### src/design/ptdt_pkg.sv
// Package for the periodic task dispatch table.
// Holds command and error codes, sequencer states and the result type.
`default_nettype none
package ptdt_pkg;
  typedef enum logic [2:0] {
    CMD_REGISTER   = 3'd0,
    CMD_UNREGISTER = 3'd1,
    CMD_CLEAR      = 3'd2,
    CMD_QUERY      = 3'd3,
    CMD_TICK       = 3'd4
  } cmd_e;
  typedef enum logic [2:0] {
    ERR_NONE     = 3'd0,
    ERR_NULL     = 3'd1,
    ERR_DUP      = 3'd2,
    ERR_FULL     = 3'd3,
    ERR_NOTFOUND = 3'd4
  } err_e;
  typedef enum logic [2:0] {
    ST_IDLE,
    ST_FIND,
    ST_ACT,
    ST_TICK,
    ST_OUT
  } state_e;
  localparam logic [31:0] DUE_HALF = 32'h8000_0000;
  typedef struct packed {
    logic        kind;
    logic        ok;
    logic [2:0]  err;
    logic [15:0] handler;
    logic [31:0] context_word;
    logic        last;
  } result_t;
endpackage
`default_nettype wire

### src/design/periodic_task_dispatch_table_top.sv
// Top level of the periodic task dispatch table: linked task list walked
// by one sequencer. Depends on ptdt_pkg.
//
// Channel | Dir | Payload
// s_axis  | in  | tdata: command, handler_id, context_word, period_ms,
//         |     |        start_delay_ms, current_time_ms
// m_axis  | out | tdata: success, error_code, fired_handler, fired_context;
//         |     | tuser: result_kind; tlast: last_of_run
// A search or a tick walks the list from the head, and each result waits
// until the output side takes it.
// The block is not ready while a request is in work or a result waits.
// Reset empties the list at once; entry data is not cleared.
`default_nettype none
module periodic_task_dispatch_table_top #(
  parameter int TASK_SLOTS = 16
) (
  input  wire logic         clk_i,
  input  wire logic         rst_ni,
  input  wire logic         s_axis_tvalid,
  output logic              s_axis_tready,
  // command[2:0], handler_id[18:3], context_word[50:19], period_ms[82:51],
  // start_delay_ms[114:83], current_time_ms[146:115], zero fill
  input  wire logic [151:0] s_axis_tdata,
  output logic              m_axis_tvalid,
  input  wire logic         m_axis_tready,
  // success[0], error_code[3:1], fired_handler[19:4], fired_context[51:20], zero fill
  output logic [55:0]       m_axis_tdata,
  // result_kind[0]
  output logic              m_axis_tuser,
  output logic              m_axis_tlast
);
  import ptdt_pkg::*;
  localparam int LW = $clog2(TASK_SLOTS + 1);
  localparam int IW = (TASK_SLOTS > 1) ? $clog2(TASK_SLOTS) : 1;
  localparam logic [LW-1:0] NIL = LW'(TASK_SLOTS);
  localparam logic [LW:0] STEPS = (LW+1)'(TASK_SLOTS);

  logic [15:0] hnd_q [TASK_SLOTS];
  logic [31:0] ctx_q [TASK_SLOTS];
  logic [31:0] per_q [TASK_SLOTS];
  logic [31:0] due_q [TASK_SLOTS];
  logic [LW-1:0] lnk_q [TASK_SLOTS];
  logic [LW-1:0] head_q, tail_q, free_q, cur_q, prev_q, found_q;
  logic [LW:0] steps_q;
  logic [4:0] nout_q;
  state_e st_q, st_d;
  logic [2:0] cmd_q;
  logic [15:0] id_q;
  logic [31:0] ictx_q, iper_q, idly_q, now_q;
  result_t res_q;
  logic res_v_q;
  logic hold_q;

  logic acc, out_fire, cur_ok, walk_end, req_null, due_hit;
  logic [IW-1:0] ci;
  assign acc = s_axis_tvalid && s_axis_tready;
  assign out_fire = m_axis_tvalid && m_axis_tready;
  assign s_axis_tready = (st_q == ST_IDLE) && !res_v_q;
  assign ci = cur_q[IW-1:0];
  assign cur_ok = (cur_q < NIL);
  assign walk_end = !cur_ok || (steps_q >= STEPS);
  assign req_null = (s_axis_tdata[18:3] == 16'd0) &&
                    (s_axis_tdata[2:0] == CMD_REGISTER || s_axis_tdata[2:0] == CMD_UNREGISTER
                     || s_axis_tdata[2:0] == CMD_QUERY);
  assign due_hit = (now_q - due_q[ci]) < DUE_HALF;

  always_comb begin
    st_d = st_q;
    case (st_q)
      ST_IDLE: if (acc) begin
        case (s_axis_tdata[2:0])
          CMD_TICK: st_d = ST_TICK;
          CMD_REGISTER, CMD_UNREGISTER, CMD_QUERY:
            st_d = (s_axis_tdata[18:3] == 16'd0) ? ST_OUT : ST_FIND;
          default: st_d = ST_OUT;
        endcase
      end
      ST_FIND: if (walk_end || hnd_q[ci] == id_q) st_d = ST_ACT;
      ST_ACT:  st_d = ST_OUT;
      ST_TICK: if (walk_end || nout_q == 5'd16) st_d = ST_OUT;
      ST_OUT:  if (!res_v_q) st_d = ST_IDLE;
      default: st_d = ST_IDLE;
    endcase
  end

  always_ff @(posedge clk_i) begin
    if (st_q == ST_IDLE && acc) begin
      cmd_q  <= s_axis_tdata[2:0];
      id_q   <= s_axis_tdata[18:3];
      ictx_q <= s_axis_tdata[50:19];
      iper_q <= s_axis_tdata[82:51];
      idly_q <= s_axis_tdata[114:83];
      now_q  <= s_axis_tdata[146:115];
    end
  end

  // Entry data has no reset.
  always_ff @(posedge clk_i) begin
    if (st_q == ST_ACT && cmd_q == CMD_REGISTER && free_q < NIL && found_q == NIL) begin
      hnd_q[free_q[IW-1:0]] <= id_q;
      ctx_q[free_q[IW-1:0]] <= ictx_q;
      per_q[free_q[IW-1:0]] <= iper_q - (iper_q >> 6) - (iper_q >> 9);
      due_q[free_q[IW-1:0]] <= now_q + idly_q;
    end else if (st_q == ST_TICK && st_d == ST_TICK && due_hit && !hold_q
                 && !res_v_q) begin
      due_q[ci] <= now_q + per_q[ci];
    end
  end

  always_ff @(posedge clk_i or negedge rst_ni) begin
    if (!rst_ni) begin
      st_q <= ST_IDLE;
      res_v_q <= 1'b0;
      hold_q <= 1'b0;
      head_q <= NIL;
      tail_q <= NIL;
      free_q <= '0;
      cur_q <= NIL;
      prev_q <= NIL;
      found_q <= NIL;
      steps_q <= '0;
      nout_q <= '0;
      res_q <= '0;
      for (int i = 0; i < TASK_SLOTS; i++) lnk_q[i] <= LW'(i + 1);
    end else begin
      if (out_fire) res_v_q <= 1'b0;
      case (st_q)
        ST_IDLE: if (acc) begin
          st_q <= st_d;
          cur_q <= head_q;
          prev_q <= NIL;
          found_q <= NIL;
          steps_q <= '0;
          nout_q <= '0;
          hold_q <= 1'b0;
          res_q <= '{kind: 1'b0, ok: (s_axis_tdata[2:0] == CMD_CLEAR),
                     err: req_null ? ERR_NULL : ERR_NONE, handler: '0,
                     context_word: '0, last: 1'b1};
          if (s_axis_tdata[2:0] == CMD_CLEAR) begin
            head_q <= NIL;
            tail_q <= NIL;
            free_q <= '0;
            for (int i = 0; i < TASK_SLOTS; i++) lnk_q[i] <= LW'(i + 1);
          end
        end
        ST_FIND: begin
          st_q <= st_d;
          if (!walk_end) begin
            if (hnd_q[ci] == id_q) found_q <= cur_q;
            else begin
              prev_q <= cur_q;
              cur_q <= lnk_q[ci];
              steps_q <= steps_q + 1'b1;
            end
          end
        end
        ST_ACT: begin
          st_q <= st_d;
          case (cmd_q)
            CMD_REGISTER: begin
              if (found_q != NIL) res_q.err <= ERR_DUP;
              else if (free_q >= NIL) res_q.err <= ERR_FULL;
              else begin
                res_q.ok <= 1'b1;
                free_q <= lnk_q[free_q[IW-1:0]];
                lnk_q[free_q[IW-1:0]] <= NIL;
                if (tail_q < NIL) lnk_q[tail_q[IW-1:0]] <= free_q;
                else head_q <= free_q;
                tail_q <= free_q;
              end
            end
            CMD_UNREGISTER: begin
              if (found_q == NIL) res_q.err <= ERR_NOTFOUND;
              else begin
                res_q.ok <= 1'b1;
                if (prev_q < NIL) lnk_q[prev_q[IW-1:0]] <= lnk_q[found_q[IW-1:0]];
                else head_q <= lnk_q[found_q[IW-1:0]];
                if (tail_q == found_q) tail_q <= prev_q;
                lnk_q[found_q[IW-1:0]] <= free_q;
                free_q <= found_q;
              end
            end
            default: begin
              if (found_q == NIL) res_q.err <= ERR_NOTFOUND;
              else res_q.ok <= 1'b1;
            end
          endcase
        end
        ST_TICK: if (!res_v_q) begin
          if (st_d == ST_OUT) begin
            if (hold_q) begin
              res_q.last <= 1'b1;
              res_v_q <= 1'b1;
              hold_q <= 1'b0;
              st_q <= ST_IDLE;
            end else begin
              res_q <= '{kind: 1'b0, ok: 1'b1, err: ERR_NONE, handler: '0,
                         context_word: '0, last: 1'b1};
              st_q <= ST_OUT;
            end
          end else if (due_hit && hold_q) begin
            res_v_q <= 1'b1;
            hold_q <= 1'b0;
          end else begin
            if (due_hit) begin
              nout_q <= nout_q + 5'd1;
              hold_q <= 1'b1;
              res_q <= '{kind: 1'b1, ok: 1'b1, err: ERR_NONE, handler: hnd_q[ci],
                         context_word: ctx_q[ci], last: 1'b0};
            end
            cur_q <= lnk_q[ci];
            steps_q <= steps_q + 1'b1;
          end
        end
        ST_OUT: begin
          res_v_q <= 1'b1;
          st_q <= ST_IDLE;
        end
        default: st_q <= ST_IDLE;
      endcase
    end
  end

  assign m_axis_tvalid = res_v_q;
  assign m_axis_tdata = {4'd0, res_q.context_word, res_q.handler, res_q.err, res_q.ok};
  assign m_axis_tuser = res_q.kind;
  assign m_axis_tlast = res_q.last;
endmodule
`default_nettype wire

### config.mk
export PLATFORM = sky130hd
export DESIGN_NAME = periodic_task_dispatch_table_top
export DESIGN_NICKNAME = d
export VERILOG_FILES = /design/src/design/ptdt_pkg.sv /design/src/design/periodic_task_dispatch_table_top.sv
export SDC_FILE = /design/constraint.sdc
export NUM_CORES = 2
export LEC_CHECK = 0
export ABC_CLOCK_PERIOD_IN_PS = 13100
export BUFFER_PORTS_ARGS = -buffer_cell sky130_fd_sc_hd__buf_4
export CAP_MARGIN = 10
export CORE_ASPECT_RATIO = 0.5
export CORE_MARGIN = 4
export CORE_UTILIZATION = 50
export DETAILED_ROUTE_END_ITERATION = 8
export PLACE_DENSITY_LB_ADDON = 0.25
export SKIP_LAST_GASP = 1
export SLEW_MARGIN = 20
export SYNTH_ARGS = -nofsm -noshare
export SYNTH_HDL_FRONTEND = slang
export SYNTH_SLANG_ARGS = --single-unit
### constraint.sdc
create_clock -name clk_i -period 13.1 [get_ports clk_i]
set_input_delay 1.31 -clock clk_i [delete_from_list [all_inputs] [get_ports clk_i]]
set_output_delay 1.31 -clock clk_i [all_outputs]
set_load 0.03 [all_outputs]
==> results by group <==
Logic synthesis
  – Area contributors post-synth: edfxtp_1 (66%), mux4_2 (16%), dfrtp_1 (4.0%)
  – Syn avg cell area: 19.1 um2
  – Post-synth EDFFs: 1939
  – Post-synthesis cell type count: 90
  – Commonest cells post-synth: edfxtp_1 (1939), mux4_2 (625), nand2_1 (242)
  – Register area share after synthesis: 0.706
  – Area share of the leading cell type in the synthesized netlist: 0.655
  – Seq cells post-synth: 2119
  – Yosys top cell by area: edfxtp_1
  – Synthesized area: 88900 um2
  – Top-count cell post-synth: edfxtp_1
  – Ys flop type: edfxtp_1
  – Post-Synthesis Cells: 4644
  – Post-synth ARST share: 0.0849
  – Synth warn: 0

GRT
  – Total GRT Usage: 0.244
  – Largest net degree at the start of global routing: 106
  – Antenna violations before repair: 10
  – Vias in the first global route: 48100
  – GRT overflow: 0
  – First-pass GRT wire length: 332000 um

Die
  – I/O pins: 216
  – Die width: 604 um
  – Die Height: 306 um
  – Row cnt: 109
  – Core Area: 177000 um2
  – Die area: 185000 um2
  – Initial Util: 0.503

Timing
  – Final period util: 0.722
  – Worst-Margin Slew: 1.13 ns
  – Fmax: 0.106 GHz
  – Slew HR: 0.248
  – RSZ-0062 raised after global routing: false
  – Setup TNS: 0 ns
  – Final worst path period need: 9.46 ns
  – Final Setup Violations: 0
  – Final clock skew: 0.0521 ns
  – PnR worst setup slack: 3.64 ns
  – Fin. Hold Viols: 0
  – Final Slew Violations: 0

Clocking
  – Clock slew at reported path FFs: 0.07 ns
  – TritonCTS clock tree: built
  – Number of post-CTS setup repair buffers: 0
  – TritonCTS buffer count: 190
  – H-tree depth: 4
  – Post_cts resized: 0
  – Maximum clock insertion buffer count: 4
  – Root buffer cell: clkbuf_16
  – Worst-Skew Late Latency: 0.84 ns
  – CTS sink cnt: 2119
  – CTS Hold Bufs: 0

Place
  – Placer Congestion: 0.921
  – Buffers added on ports: 206
  – Dpl hpwl: 126000 um
  – Dpl ws: 3.57 ns
  – Placed Area: 93500 um2
  – Inst Count DP: 7089

Power
  – Leak: 32.8 nW
  – Worst VDD drop: 0.245 mV
  – Power Dens Cells: 237 nW/um2

Worst setup path
  – Worst EP required: 13.57 ns
  – CP max stage delay: 0.85 ns
  – Critical Path AT: 9.93 ns
  – Crit path max fanout: 48
  – Delay-heaviest family, CP: compound AO/OA/AOI/OAI gates
  – Critical Path End Type: register
  – WP buf/inv: 5
  – Kind of critical path: reg -> reg
  – Worst setup SP type: register
  – Slowest cell on the critical path: xnor2_1

Cells and area
  – Final Net Count: 5172
  – Post-layout util: 0.565
  – Area Overhead vs Synth: 12.3%
  – Fin area: 99800 um2
  – Layout cell share with drive strength beyond 1: 0.275
  – Final std cells w/o fill: 7439

Drt
  – DRT iter0 DRCs: 5695
  – DR vias/cell: 6.44
  – Drt first pass iters: 8
  – Wire per inst: 30.4 um
  – Post-DRT Antenna Nets: 0
  – DRC: 0
  – Total number of vias: 47900
  – Drt total wl: 226000 um

Flow run
  – Max_cap viols: 0

Min path
  – Hold crit path type: reg -> reg

Run status
  – Status: complete, no violations
-- cell type report --
| type | instances | area [um2] |
|---|---|---|
| antenna | 6 | 15.0 |
| clock buffer | 249 | 5120 |
| clock inverter | 94 | 881 |
| fill | 13000 | 76800 |
| inverter | 133 | 524 |
| multi-input combinational | 2152 | 25200 |
| sequential | 2119 | 62800 |
| tap | 2386 | 2990 |
| timing repair buffer | 300 | 2300 |
-- placed cells by master (no fill, tap or decap), types with 45 or more instances in the layout --
master and count:
mux4_2 625, nor2_1 162, a22o_1 57, a21oi_1 93, a211oi_1 47, nand3_1 47
clkbuf_16 193, nand2_1 241, buf_4 294, nor3_1 54, o21ai_0 76, inv_1 126
ha_1 96, a31oi_1 45, dfrtp_1 137, a221oi_1 76, edfxtp_1 1939, clkbuf_1 48
-- worst paths after layout --
check                                     start                      endpoint  slack (ns)  depth (start not counted)
max in group asynchronous                rst_ni  m_axis_tdata[21]$_DFFE_PN0P_       10.32                          3
max                        cur_q[1]$_DFFE_PN0P_       due_q[14][31]$_DFFE_PP_        3.64                         25
max reg2reg                cur_q[1]$_DFFE_PN0P_       due_q[14][31]$_DFFE_PP_        3.64                         25
min                        cur_q[4]$_DFFE_PN1P_          cur_q[4]$_DFFE_PN1P_        0.48                          2
min reg2reg                cur_q[4]$_DFFE_PN1P_          cur_q[4]$_DFFE_PN1P_        0.48                          2
min in group asynchronous                rst_ni         lnk_q[16]$_DFFE_PN0P_        0.56                          1
-- routing by layer --
metal  track usage  share of wire
met1         0.350           0.41
met2         0.379           0.47
met3        0.0514          0.087
met4        0.0807          0.035
met5             0              0
-- worst min-delay path, stage by stage (launching register included) --
cell	delay (ns)
dfstp_2	0.37
nand2_1	0.05
o21ai_1	0.06
-- sequential cells by signal, indices dropped and copies added, names as in the netlist, 6 cells and up --
signal	count
ctx_q	512
due_q	512
hnd_q	256
ictx_q	32
id_q	16
idly_q	32
iper_q	32
lnk_q	80
m_axis_tdata	52
now_q	32
per_q	512
steps_q	6
-- kinds of logic (layout without fill, tap and decap cells) --
kind of cell             count (synthesis)  after routing  share of synthesized area
AO/OA/AOI/OAI                          592            592                     0.0480
XOR/XNOR                                76             76                    0.00757
adder cells (fa/ha/maj)                120            120                     0.0189
buffers and inverters                  376            776                     0.0176
flip-flops                            2119           2119                      0.706
multiplexers                           690            690                      0.167
other                                    1             10                  0.0000422
AND/OR/NAND/NOR                        670            670                     0.0346
-- metrics by stage --
stage	hold WS (ns)	total power, mW
after floorplan	0.449	15.5
after global routing	0.491	24.8
final	0.479	23.7
after global placement	0.460	17.9
after detailed placement	0.466	18.2
after CTS	0.480	23.7
-- report_power, final --
group          switching [mW]  internal (mW)  total, mW
Combinational            4.92           3.19       8.11
Sequential              0.534           9.55       10.1
Clock                    2.45           3.05       5.50
Total                    7.90           15.8       23.7
No activity file was read; power rests on OpenSTA's default activity.
